File: src/tpgs_pkg.sv
// shared constants, types and the 5x7 font for the text page glyph streamer
package tpgs_pkg;

  // screen geometry
  localparam int TEXT_ROWS   = 8;
  localparam int TEXT_COLS   = 21;
  localparam int PANEL_WIDTH = 128;
  localparam int PAD_RAW     = PANEL_WIDTH - 6 * TEXT_COLS;
  localparam int PAD_BYTES   = (PAD_RAW > 0) ? PAD_RAW : 0;

  // counter widths
  localparam int ROW_W = 3;
  localparam int COL_W = 5;
  localparam int POS_W = 6;

  // positions within the byte sequence of one character
  localparam logic [POS_W-1:0] POS_CMD_FIRST = POS_W'(0);
  localparam logic [POS_W-1:0] POS_CMD_PAGE  = POS_W'(1);
  localparam logic [POS_W-1:0] POS_CMD_LOW   = POS_W'(2);
  localparam logic [POS_W-1:0] POS_CMD_HIGH  = POS_W'(3);
  localparam logic [POS_W-1:0] POS_DATA_OPEN = POS_W'(4);
  localparam logic [POS_W-1:0] POS_GLYPH     = POS_W'(5);
  localparam logic [POS_W-1:0] POS_SPACER    = POS_W'(10);
  localparam logic [POS_W-1:0] POS_ROW_END   = POS_W'(10 + PAD_BYTES);

  // panel command and data bytes
  localparam logic [7:0] CMD_PAGE_BASE = 8'hb0;
  localparam logic [7:0] CMD_COL_HIGH  = 8'h10;
  localparam logic [7:0] DATA_OPEN     = 8'h40;

  // input queue
  localparam int QDEPTH = 4;
  localparam int QAW    = 2;
  localparam int QCW    = 3;

  // one queued input item
  typedef struct packed {
    logic [7:0] char_code;
    logic       screen_start;
  } tpgs_item_t;

  localparam int ITEM_W = $bits(tpgs_item_t);

  // queue to sequencer handshake
  typedef struct packed {
    logic       valid;
    tpgs_item_t item;
  } tpgs_head_t;

  // font tables, bit 0 at the top
  localparam logic [7:0] DIGIT_ROM [10][5] = '{
    '{8'h3e,8'h51,8'h49,8'h45,8'h3e}, '{8'h00,8'h42,8'h7f,8'h40,8'h00},
    '{8'h42,8'h61,8'h51,8'h49,8'h46}, '{8'h21,8'h41,8'h45,8'h4b,8'h31},
    '{8'h18,8'h14,8'h12,8'h7f,8'h10}, '{8'h27,8'h45,8'h45,8'h45,8'h39},
    '{8'h3c,8'h4a,8'h49,8'h49,8'h30}, '{8'h01,8'h71,8'h09,8'h05,8'h03},
    '{8'h36,8'h49,8'h49,8'h49,8'h36}, '{8'h06,8'h49,8'h49,8'h29,8'h1e}
  };

  localparam logic [7:0] ALPHA_ROM [26][5] = '{
    '{8'h7e,8'h11,8'h11,8'h11,8'h7e}, '{8'h7f,8'h49,8'h49,8'h49,8'h36},
    '{8'h3e,8'h41,8'h41,8'h41,8'h22}, '{8'h7f,8'h41,8'h41,8'h22,8'h1c},
    '{8'h7f,8'h49,8'h49,8'h49,8'h41}, '{8'h7f,8'h09,8'h09,8'h09,8'h01},
    '{8'h3e,8'h41,8'h49,8'h49,8'h7a}, '{8'h7f,8'h08,8'h08,8'h08,8'h7f},
    '{8'h00,8'h41,8'h7f,8'h41,8'h00}, '{8'h20,8'h40,8'h41,8'h3f,8'h01},
    '{8'h7f,8'h08,8'h14,8'h22,8'h41}, '{8'h7f,8'h40,8'h40,8'h40,8'h40},
    '{8'h7f,8'h02,8'h0c,8'h02,8'h7f}, '{8'h7f,8'h04,8'h08,8'h10,8'h7f},
    '{8'h3e,8'h41,8'h41,8'h41,8'h3e}, '{8'h7f,8'h09,8'h09,8'h09,8'h06},
    '{8'h3e,8'h41,8'h51,8'h21,8'h5e}, '{8'h7f,8'h09,8'h19,8'h29,8'h46},
    '{8'h46,8'h49,8'h49,8'h49,8'h31}, '{8'h01,8'h01,8'h7f,8'h01,8'h01},
    '{8'h3f,8'h40,8'h40,8'h40,8'h3f}, '{8'h1f,8'h20,8'h40,8'h20,8'h1f},
    '{8'h3f,8'h40,8'h38,8'h40,8'h3f}, '{8'h63,8'h14,8'h08,8'h14,8'h63},
    '{8'h07,8'h08,8'h70,8'h08,8'h07}, '{8'h61,8'h51,8'h49,8'h45,8'h43}
  };

  // column x (0..4) of the glyph for character c, blank for unknown codes
  function automatic logic [7:0] font_column(input logic [7:0] c, input logic [2:0] x);
    logic [7:0] col;
    logic [7:0] d_off;
    logic [7:0] a_off;
    d_off = c - 8'h30;
    a_off = c - 8'h41;
    col   = 8'h00;
    if (x <= 3'd4) begin
      if (c >= 8'h30 && c <= 8'h39) begin
        col = DIGIT_ROM[d_off[3:0]][x];
      end else if (c >= 8'h41 && c <= 8'h5a) begin
        col = ALPHA_ROM[a_off[4:0]][x];
      end else if (c == 8'h2d) begin
        col = 8'h08;
      end else if (c == 8'h2e) begin
        col = (x == 3'd2) ? 8'h60 : 8'h00;
      end else if (c == 8'h3a) begin
        col = (x == 3'd2) ? 8'h36 : 8'h00;
      end else if (c == 8'h2f) begin
        col = 8'h20 >> x;
      end else if (c == 8'h2b) begin
        col = (x == 3'd2) ? 8'h3e : 8'h08;
      end
    end
    return col;
  endfunction

endpackage

File: src/tpgs_ram.sv
// generic single write port ram with registered read
module tpgs_ram #(
  parameter int WIDTH = 8,
  parameter int DEPTH = 4
) (
  input  logic                     clk,
  input  logic                     we,
  input  logic [$clog2(DEPTH)-1:0] waddr,
  input  logic [WIDTH-1:0]         wdata,
  input  logic                     re,
  input  logic [$clog2(DEPTH)-1:0] raddr,
  output logic [WIDTH-1:0]         rdata
);

  logic [WIDTH-1:0] mem [DEPTH];

  // write port
  always_ff @(posedge clk) begin
    if (we) begin
      mem[waddr] <= wdata;
    end
  end

  // registered read port
  always_ff @(posedge clk) begin
    if (re) begin
      rdata <= mem[raddr];
    end
  end

endmodule

File: src/tpgs_inq.sv
// input queue: ram backed fifo with a prefetched head register
module tpgs_inq (
  input  logic                clk,
  input  logic                rst,
  input  logic                in_valid,
  output logic                in_ready,
  input  tpgs_pkg::tpgs_item_t in_item,
  output tpgs_pkg::tpgs_head_t head,
  input  logic                pop
);
  import tpgs_pkg::*;

  logic [QAW-1:0]  wr_ptr;
  logic [QAW-1:0]  rd_ptr;
  logic [QCW-1:0]  count;
  logic            rd_pending;
  logic            h_valid;
  tpgs_item_t      h_item;
  logic [ITEM_W-1:0] rdata;
  logic            push;
  logic            issue;

  // queue control
  assign in_ready = (count != QCW'(QDEPTH));
  assign push     = in_valid && in_ready;
  assign issue    = (count != '0) && !rd_pending && (!h_valid || pop);

  tpgs_ram #(
    .WIDTH(ITEM_W),
    .DEPTH(QDEPTH)
  ) u_ram (
    .clk   (clk),
    .we    (push),
    .waddr (wr_ptr),
    .wdata (in_item),
    .re    (issue),
    .raddr (rd_ptr),
    .rdata (rdata)
  );

  // pointers and fill count
  always_ff @(posedge clk) begin
    if (rst) begin
      wr_ptr <= '0;
      rd_ptr <= '0;
      count  <= '0;
    end else begin
      if (push) begin
        wr_ptr <= wr_ptr + QAW'(1);
      end
      if (issue) begin
        rd_ptr <= rd_ptr + QAW'(1);
      end
      count <= count + QCW'(push) - QCW'(issue);
    end
  end

  // head register fed from the ram read
  always_ff @(posedge clk) begin
    if (rst) begin
      rd_pending <= 1'b0;
      h_valid    <= 1'b0;
    end else begin
      rd_pending <= issue;
      if (rd_pending) begin
        h_valid <= 1'b1;
      end else if (pop) begin
        h_valid <= 1'b0;
      end
    end
  end

  always_ff @(posedge clk) begin
    if (rd_pending) begin
      h_item <= tpgs_item_t'(rdata);
    end
  end

  assign head.valid = h_valid;
  assign head.item  = h_item;

  // checks
  a_count_range: assert property (@(posedge clk) disable iff (rst)
    count <= QCW'(QDEPTH))
    else $error("queue fill count beyond depth");
  a_pending_empty_head: assert property (@(posedge clk) disable iff (rst)
    rd_pending |-> !h_valid)
    else $error("ram read lands on an occupied head");
  a_pending_fills: assert property (@(posedge clk) disable iff (rst)
    rd_pending |=> h_valid)
    else $error("ram read did not fill the head");

endmodule

File: src/tpgs_seq.sv
// byte sequencer: row and column counters, font lookup and output register
module tpgs_seq (
  input  logic                clk,
  input  logic                rst,
  input  tpgs_pkg::tpgs_head_t head,
  output logic                pop,
  output logic                out_valid,
  input  logic                out_ready,
  output logic [7:0]          out_byte,
  output logic                is_command,
  output logic                end_of_transfer,
  output logic                last
);
  import tpgs_pkg::*;

  logic             busy;
  logic [POS_W-1:0] pos;
  logic [POS_W-1:0] end_pos;
  logic             row_done;
  logic [7:0]       cur_char;
  logic [ROW_W-1:0] cur_page;
  logic [ROW_W-1:0] page_row;
  logic [COL_W-1:0] char_column;

  logic             advance;
  logic             finish;
  logic             load;
  logic [ROW_W-1:0] eff_page;
  logic [COL_W-1:0] eff_col;
  logic             eff_first;
  logic             eff_done;
  logic [ROW_W:0]   page_inc;
  logic [7:0]       byte_next;
  logic [2:0]       glyph_x;
  logic [POS_W-1:0] glyph_off;

  // sequencing
  assign advance = busy && (!out_valid || out_ready);
  assign finish  = advance && (pos == end_pos);
  assign load    = head.valid && (!busy || finish);
  assign pop     = load;

  // counters as seen by the arriving character
  assign eff_page  = head.item.screen_start ? '0 : page_row;
  assign eff_col   = head.item.screen_start ? '0 : char_column;
  assign eff_first = (eff_col == '0);
  assign eff_done  = ({1'b0, eff_col} + (COL_W+1)'(1)) >= (COL_W+1)'(TEXT_COLS);
  assign page_inc  = {1'b0, eff_page} + (ROW_W+1)'(1);

  always_ff @(posedge clk) begin
    if (rst) begin
      busy        <= 1'b0;
      page_row    <= '0;
      char_column <= '0;
    end else begin
      if (load) begin
        busy <= 1'b1;
        if (eff_done) begin
          char_column <= '0;
          page_row    <= (page_inc >= (ROW_W+1)'(TEXT_ROWS)) ? '0 : page_inc[ROW_W-1:0];
        end else begin
          page_row    <= eff_page;
          char_column <= eff_col + COL_W'(1);
        end
      end else if (finish) begin
        busy <= 1'b0;
      end
    end
  end

  // per character position register
  always_ff @(posedge clk) begin
    if (load) begin
      pos      <= eff_first ? POS_CMD_FIRST : POS_GLYPH;
      end_pos  <= eff_done ? POS_ROW_END : POS_SPACER;
      row_done <= eff_done;
      cur_char <= head.item.char_code;
      cur_page <= eff_page;
    end else if (advance) begin
      pos <= pos + POS_W'(1);
    end
  end

  // byte selection
  assign glyph_off = pos - POS_GLYPH;
  assign glyph_x   = glyph_off[2:0];

  always_comb begin
    byte_next = 8'h00;
    if (pos == POS_CMD_PAGE) begin
      byte_next = CMD_PAGE_BASE + {{(8-ROW_W){1'b0}}, cur_page};
    end else if (pos == POS_CMD_HIGH) begin
      byte_next = CMD_COL_HIGH;
    end else if (pos == POS_DATA_OPEN) begin
      byte_next = DATA_OPEN;
    end else if (pos >= POS_GLYPH && pos < POS_SPACER) begin
      byte_next = font_column(cur_char, glyph_x);
    end
  end

  // output register
  always_ff @(posedge clk) begin
    if (rst) begin
      out_valid <= 1'b0;
    end else if (advance) begin
      out_valid <= 1'b1;
    end else if (out_ready) begin
      out_valid <= 1'b0;
    end
  end

  always_ff @(posedge clk) begin
    if (advance) begin
      out_byte        <= byte_next;
      is_command      <= (pos < POS_DATA_OPEN);
      end_of_transfer <= (pos == POS_CMD_HIGH) || (row_done && (pos == end_pos));
      last            <= (pos == end_pos);
    end
  end

  // checks
  a_pos_bound: assert property (@(posedge clk) disable iff (rst)
    busy |-> (pos <= end_pos))
    else $error("byte position ran past end of character");
  a_col_bound: assert property (@(posedge clk) disable iff (rst)
    char_column < COL_W'(TEXT_COLS))
    else $error("column counter out of range");
  a_cmd_not_last: assert property (@(posedge clk) disable iff (rst)
    out_valid && is_command |-> !last)
    else $error("command byte marked as final result");

endmodule

File: src/text_page_glyph_streamer.sv
// top level of the text page glyph streamer
// throughput: one byte per cycle while out_ready is high; a character is 6 bytes, 11 for the first cell of a row,
// plus the pad bytes on the last cell of a row, all through the single output byte path
// a four entry input queue lets transactions be accepted while bytes are still going out
// reset (synchronous, active high) empties the queue and returns to page 0, column 0
module text_page_glyph_streamer (
  input  logic       clk,
  input  logic       rst,
  input  logic       in_valid,
  output logic       in_ready,
  input  logic [7:0] char_code,
  input  logic       screen_start,
  output logic       out_valid,
  input  logic       out_ready,
  output logic [7:0] out_byte,
  output logic       is_command,
  output logic       end_of_transfer,
  output logic       last
);
  import tpgs_pkg::*;

  tpgs_item_t in_item;
  tpgs_head_t head;
  logic       pop;

  assign in_item.char_code    = char_code;
  assign in_item.screen_start = screen_start;

  // input queue
  tpgs_inq u_inq (
    .clk      (clk),
    .rst      (rst),
    .in_valid (in_valid),
    .in_ready (in_ready),
    .in_item  (in_item),
    .head     (head),
    .pop      (pop)
  );

  // byte sequencer
  tpgs_seq u_seq (
    .clk             (clk),
    .rst             (rst),
    .head            (head),
    .pop             (pop),
    .out_valid       (out_valid),
    .out_ready       (out_ready),
    .out_byte        (out_byte),
    .is_command      (is_command),
    .end_of_transfer (end_of_transfer),
    .last            (last)
  );

endmodule
File: config.mk
export PLATFORM = sky130hd
export DESIGN_NAME = text_page_glyph_streamer
export DESIGN_NICKNAME = d
export VERILOG_FILES = /design/src/tpgs_pkg.sv /design/src/tpgs_ram.sv /design/src/tpgs_inq.sv /design/src/tpgs_seq.sv /design/src/text_page_glyph_streamer.sv
export SDC_FILE = /design/constraint.sdc
export NUM_CORES = 1
export LEC_CHECK = 0
export BUFFER_PORTS_ARGS = -buffer_cell sky130_fd_sc_hd__buf_2
export CORE_ASPECT_RATIO = 1.75
export CORE_MARGIN = 2
export CORE_UTILIZATION = 50
export DETAILED_ROUTE_END_ITERATION = 6
export PLACE_DENSITY_LB_ADDON = 0.1
export SYNTH_ARGS = -nofsm -noshare
export SYNTH_HDL_FRONTEND = slang
export SYNTH_SLANG_ARGS = --single-unit
File: constraint.sdc
create_clock -name clk -period 4.4 [get_ports clk]
set_input_delay 0.88 -clock clk [delete_from_list [all_inputs] [get_ports clk]]
set_output_delay 0.88 -clock clk [all_outputs]
set_load 0.005 [all_outputs]
==> results of run 1 <==
[layout make-up]
type / instances / area share
clock buffer: 9 / 0.03103
clock inverter: 7 / 0.009654
inverter: 23 / 0.01189
multi-input combinational: 516 / 0.4765
sequential: 103 / 0.3999
tap: 174 / 0.02999
timing repair buffer: 48 / 0.04103
[path summary, 6_finish.rpt]
path / to / slack (ns) / cells past startpoint
worst min register to register: u_seq.cur_char[1]$_DFFE_PP_ / 0.42 / 0
worst max register to register: u_seq.out_byte[6]$_SDFFCE_PP0P_ / 0.44 / 9
worst max-delay path: u_seq.out_byte[6]$_SDFFCE_PP0P_ / 0.44 / 9
worst min-delay path: u_seq.cur_char[1]$_DFFE_PP_ / 0.42 / 0
[per-stage QoR]
step	cell area, um^2	utilization
3_3_place_gp	6963	0.5230
3_5_place_dp	6963	0.5230
2_1_floorplan	6730	-
4_1_cts	7258	0.5452
5_1_grt	7258	0.5452
6_report	7258	0.5452
[layer usage]
| layer | GRT usage | routed length (um) | up-vias |
|---|---|---|---|
| met5 | 0 | 0 | - |
| met4 | 0.2495 | 1831 | 0 |
| met3 | 0.03255 | 748 | 95 |
| met2 | 0.5315 | 10860 | 256 |
| met1 | 0.2862 | 6974 | 2705 |
| li1 | - | - | 2620 |
[state kept, by name (all words and copies together) (netlist names), 2 cells and up]
| signal | cells |
|---|---|
| u_inq.count | 3 |
| u_inq.head | 9 |
| u_inq.rd_ptr | 2 |
| u_inq.u_ram.mem | 36 |
| u_inq.u_ram.rdata | 9 |
| u_inq.wr_ptr | 2 |
| u_seq.char_column | 5 |
| u_seq.cur_char | 8 |
| u_seq.cur_page | 3 |
| u_seq.out_byte | 8 |
| u_seq.page_row | 3 |
| u_seq.pos | 6 |
[Yosys cell counts, types with 7 or more instances]
master	n	area [um^2]
nor4_1	7	43.79
nor2b_1	16	100.1
mux2i_1	10	100.1
nand3_1	19	95.09
nor3_1	14	70.07
xnor2_1	14	122.6
ha_1	29	362.9
nand2_1	61	229.0
a31oi_1	12	75.07
clkbuf_1	31	116.4
a22oi_1	9	67.56
a211oi_1	11	82.58
inv_1	22	82.58
o221ai_1	8	70.07
a21oi_1	54	270.3
nand2b_1	10	62.56
buf_2	16	80.08
dfxtp_1	19	380.4
nor2_1	65	244.0
mux4_2	9	202.7
edfxtp_1	84	2522
o21ai_0	47	235.2
and3_1	9	56.30
[logic make-up (layout without fill, tap and decap cells)]
logic type                 Yosys count  count (layout)
AOI/OAI and AO/OA                  207             207
and+or+nand+nor                    236             236
muxes                               20              20
buffers and inverters               81              87
xor gates and xnor gates            23              23
adders and majority gates           30              30
DFF                                103             103
[power groups by stage]
stage                     clock network, uW  registers, uW  logic [uW]
after floorplan                           0           1400        1180
after global placement                    0           1480        1620
after detailed placement                  0           1490        1620
after CTS                               792           1470        1630
after global routing                    822           1500        1790
final                                   772           1470        1660
==> flow_summary.ini, run 1 <==
[sta]
rsz0062_at_grt = no
hold_violations = 0
tightest_slew_ns = 1.010
skew_ns = 0.01264
holdWs_ns = 0.4217
max_freq_mhz = 252.4
fin_setup_tns_ns = 0
finalCriticalPeriod_ns = 3.962
post-route-period-util = 0.9004
max_slew_margin = 0.3194
setup_viol = 0
fin_ws_ns = 0.4382
slew_viol_final = 0

[floorplanning]
io_pins = 26
fp.dieH_um = 157.5
fp-row-count = 56
fp.dieW_um = 91.70
die_area_um2 = 14440
fp.coreArea_um2 = 13310
start_util = 0.5055

[global_routing]
grt_pass1_wl_um = 31570
grt_overflow = 0
grt_max_degree = 41
antenna_found_initial = 0
first_global_vias = 5686
track_usage = 0.2903

[setup_path]
slowest_stage = or3b_1
cp.required_ns = 4.50
worstPathMaxFanout = 14
reg2reg_from = u_seq.cur_char[1]$_DFFE_PP_
worst-path-buf-inv = 1
path_cells = inv_1 -> ha_1 -> or3b_1 -> xnor2_4 -> o21ai_1 -> a21oi_1 -> a211oi_1 -> o311ai_0 -> a2111o_1
worstPathArrival_ns = 4.06
startpoint = u_seq.cur_char[1]$_DFFE_PP_
crit_path_max_incr_delay_ns = 0.61
start_kind = flop
crit_family = compound AO/OA/AOI/OAI gates
end_kind = flop
crit_type = flop to flop

[clock_tree]
cts_max_path_buffers = 2
cts_sinks = 103
cts_tree = yes
h-tree-depth = 3
hold_buffers = 0
cts_buffers = 9
clk_pin_slew_ns = 0.08
cts-resized-gates = 0
clk_latency_ns = 0.35
cts_setup_buffers = 0
root_buffer = clkbuf_16

[synthesis]
synth-compound-area-share = 0.2039
synth_top_family_by_area = compound AO/OA/AOI/OAI gates
synthAdderAreaFrac = 0.05689
avgSynthCellArea_um2 = 9.615
yosysWarnings = 0
synth_cell_types = 77
synthArstFlopShare = 0
yosys.area_share.xor_xnor = 0.03495
synth_edf_count = 84
syn_inst = 700
synth.ff_latch_count = 103
ys_seq_area_frac = 0.4313
synthesis.area_um2 = 6730
syn_nets = 743
ys.flop_type = edfxtp_1
muxShareOfSynthArea = 0.04666
yosys.area_share.simple = 0.1714

[power]
seqPwrFrac = 0.376
switching_share = 0.4110
clock_power_share = 0.198
comb_power_share = 0.426
p_per_area_nw_per_um2 = 538.2
total_power_uw = 3906
peakVddDrop_v = 0.0005600
p_int_uw = 2301
p_leak_uw = 0.002568
p_sw_uw = 1606

[routing]
drtPass1Iterations = 5
antenna_left = 0
wl_per_cell_um = 23.20
drtIter0Drc = 485
routed_wl_um = 20420
vias = 5676
vias_per_cell = 6.450
drc = 0

[placed_design]
pre_cts_slack_ns = 0.5198
dp_cells = 864
place_congestion = 1.004
place.detailed.hpwl_um = 15390
portBuffers = 25

[run_status]
status = completed

[final_layout]
n_antenna_cell = 0
drive_gt1_frac = 0.1275
area_growth_pct = 7.845
seqCellArea_um2 = 2903
nets = 744
fin_cells = 880
fillers = 1186
final_common_cell = edfxtp_1
multiInputGateArea_um2 = 3458
final_cell_mix = edfxtp_1 (84), nor2_1 (65), nand2_1 (61), a21oi_1 (54), o21ai_0 (47)

[worst_hold_path]
min-delay-start = u_inq.head[2]$_DFFE_PP_
hp-class = flop to flop

[job]
maxCapViolations = 0
No activity file was read; power rests on OpenSTA's default activity.
==> run 2: changes to the inputs <==
--- a/config.mk
+++ b/config.mk
@@ -11,6 +11,7 @@
 export CORE_UTILIZATION = 50
 export DETAILED_ROUTE_END_ITERATION = 6
 export PLACE_DENSITY_LB_ADDON = 0.1
+export RECOVER_POWER = 25
 export SYNTH_ARGS = -nofsm -noshare
 export SYNTH_HDL_FRONTEND = slang
 export SYNTH_SLANG_ARGS = --single-unit
==> flow_summary.ini, run 2 (synthesized netlist as in run 1, its figures left out) <==
[run_status]
status = completed

[placed_design]
portBuffers = 25
pre_cts_slack_ns = 0.5198
dp_cells = 864
place.detailed.hpwl_um = 15390
place_congestion = 1.004

[global_routing]
first_global_vias = 5686
grt_overflow = 0
grt_pass1_wl_um = 31570
grt_max_degree = 41
antenna_found_initial = 0
track_usage = 0.2903

[setup_path]
reg2reg_from = u_seq.cur_char[1]$_DFFE_PP_
end_kind = flop
rr_endpoint = u_seq.out_byte[6]$_SDFFCE_PP0P_
worstPathMaxFanout = 14
startpoint = u_seq.cur_char[1]$_DFFE_PP_
r2r_cells = 9
rrSetupSlack_ns = 0.43
cp.required_ns = 4.50
start_kind = flop
crit_type = flop to flop
worstPathArrival_ns = 4.07

[final_layout]
nets = 744
n_antenna_cell = 0
max_flop_register = u_inq.u_ram.mem
final_common_cell = edfxtp_1
fillers = 1191
fin_cells = 880
area_growth_pct = 7.678
drive_gt1_frac = 0.1147
multiInputGateArea_um2 = 3458
largest_register_ff_count = 36
final_cell_mix = edfxtp_1 (84), nor2_1 (65), nand2_1 (61), a21oi_1 (54), o21ai_0 (47)
seqCellArea_um2 = 2903

[power]
peakVddDrop_v = 0.0005613
total_power_uw = 3908
p_leak_uw = 0.002543
p_per_area_nw_per_um2 = 539.2

[clock_tree]
h-tree-depth = 3
cts_buffers = 9
cts_setup_buffers = 0
hold_buffers = 0
root_buffer = clkbuf_16
cts_tree = yes
clk_pin_slew_ns = 0.08
cts_max_path_buffers = 2
cts_sinks = 103
cts-resized-gates = 0
clk_latency_ns = 0.35

[sta]
skew_ns = 0.01312
hold_violations = 0
rsz0062_at_grt = no
max_slew_margin = 0.3118
tightest_slew_ns = 1.022
max_freq_mhz = 251.8
setup_viol = 0
slew_viol_final = 0
fin_ws_ns = 0.4290
fin_setup_tns_ns = 0
finalCriticalPeriod_ns = 3.971
post-route-period-util = 0.9025

[floorplanning]
io_pins = 26
die_area_um2 = 14440
fp.dieW_um = 91.70
fp-row-count = 56
fp.dieH_um = 157.5
start_util = 0.5055
fp.coreArea_um2 = 13310

[worst_hold_path]
min_to = u_seq.cur_char[1]$_DFFE_PP_
hp-class = flop to flop
min-delay-start = u_inq.head[2]$_DFFE_PP_
holdPathStages = 0

[routing]
drtPass1Iterations = 5
wl_per_cell_um = 23.22
vias_per_cell = 6.433
drtIter0Drc = 506
drc = 0
routed_wl_um = 20440
vias = 5661
antenna_left = 0

[job]
maxCapViolations = 0
run 2: changes by cell type in the layout (fill, tap and decap cells not counted), sizes merged:
cell,delta
buf,-9
clkbuf,+9
run 2: worst max-delay path by stage:
| stage | endpoint | cells after the start |
|---|---|---|
| 3_3_place_gp | u_seq.out_byte[6]$_SDFFCE_PP0P_ | 10 |
| 3_5_place_dp | u_seq.out_byte[6]$_SDFFCE_PP0P_ | 9 |
| 4_1_cts | u_seq.out_byte[6]$_SDFFCE_PP0P_ | 9 |
| 2_1_floorplan | u_seq.out_byte[0]$_DFFE_PP_ | 12 |
| 6_report | u_seq.out_byte[6]$_SDFFCE_PP0P_ | 9 |
| 5_1_grt | u_seq.out_byte[6]$_SDFFCE_PP0P_ | 9 |
run 2: area by class of cell:
class                      instances  share of cell area
clock buffer                       9             0.03108
timing repair buffer              48             0.03954
inverter                          23             0.01191
tap                              174             0.03004
multi-input combinational        516              0.4772
clock inverter                     7            0.009669
sequential                       103              0.4006
run 2: metrics by stage:
stage / utilization / hold slack, ns / cell area, um^2
after global placement: 0.5230 / 0.4023 / 6963
after floorplan: - / 0.4003 / 6730
after CTS: 0.5452 / 0.4221 / 7258
final: 0.5444 / 0.4217 / 7247
after detailed placement: 0.5230 / 0.4045 / 6963
after global routing: 0.5444 / 0.4292 / 7247
run 2: critical path: stages, from the launching register on:
cell	delay [ns]
edfxtp_1	0.58
inv_1	0.28
ha_1	0.21
or3b_1	0.62
xnor2_4	0.31
o21ai_1	0.35
a21oi_1	0.12
a211oi_1	0.60
o311ai_0	0.20
a2111o_1	0.44
run 2: report_power, final:
| part | total [uW] | internal (uW) | switching (uW) |
|---|---|---|---|
| combinational | 1670 | 584 | 1080 |
| clock | 773 | 402 | 371 |
| sequential | 1470 | 1310 | 155 |
run 2: layer usage:
| metal | track usage | routed length (um) | part of all wire | vias up |
|---|---|---|---|---|
| li1 | - | - | - | 2616 |
| met1 | 0.2862 | 6942 | 0.34 | 2695 |
| met2 | 0.5315 | 10860 | 0.53 | 250 |
| met3 | 0.03255 | 779 | 0.038 | 100 |
| met4 | 0.2495 | 1851 | 0.091 | 0 |
| met5 | 0 | 0 | 0 | - |
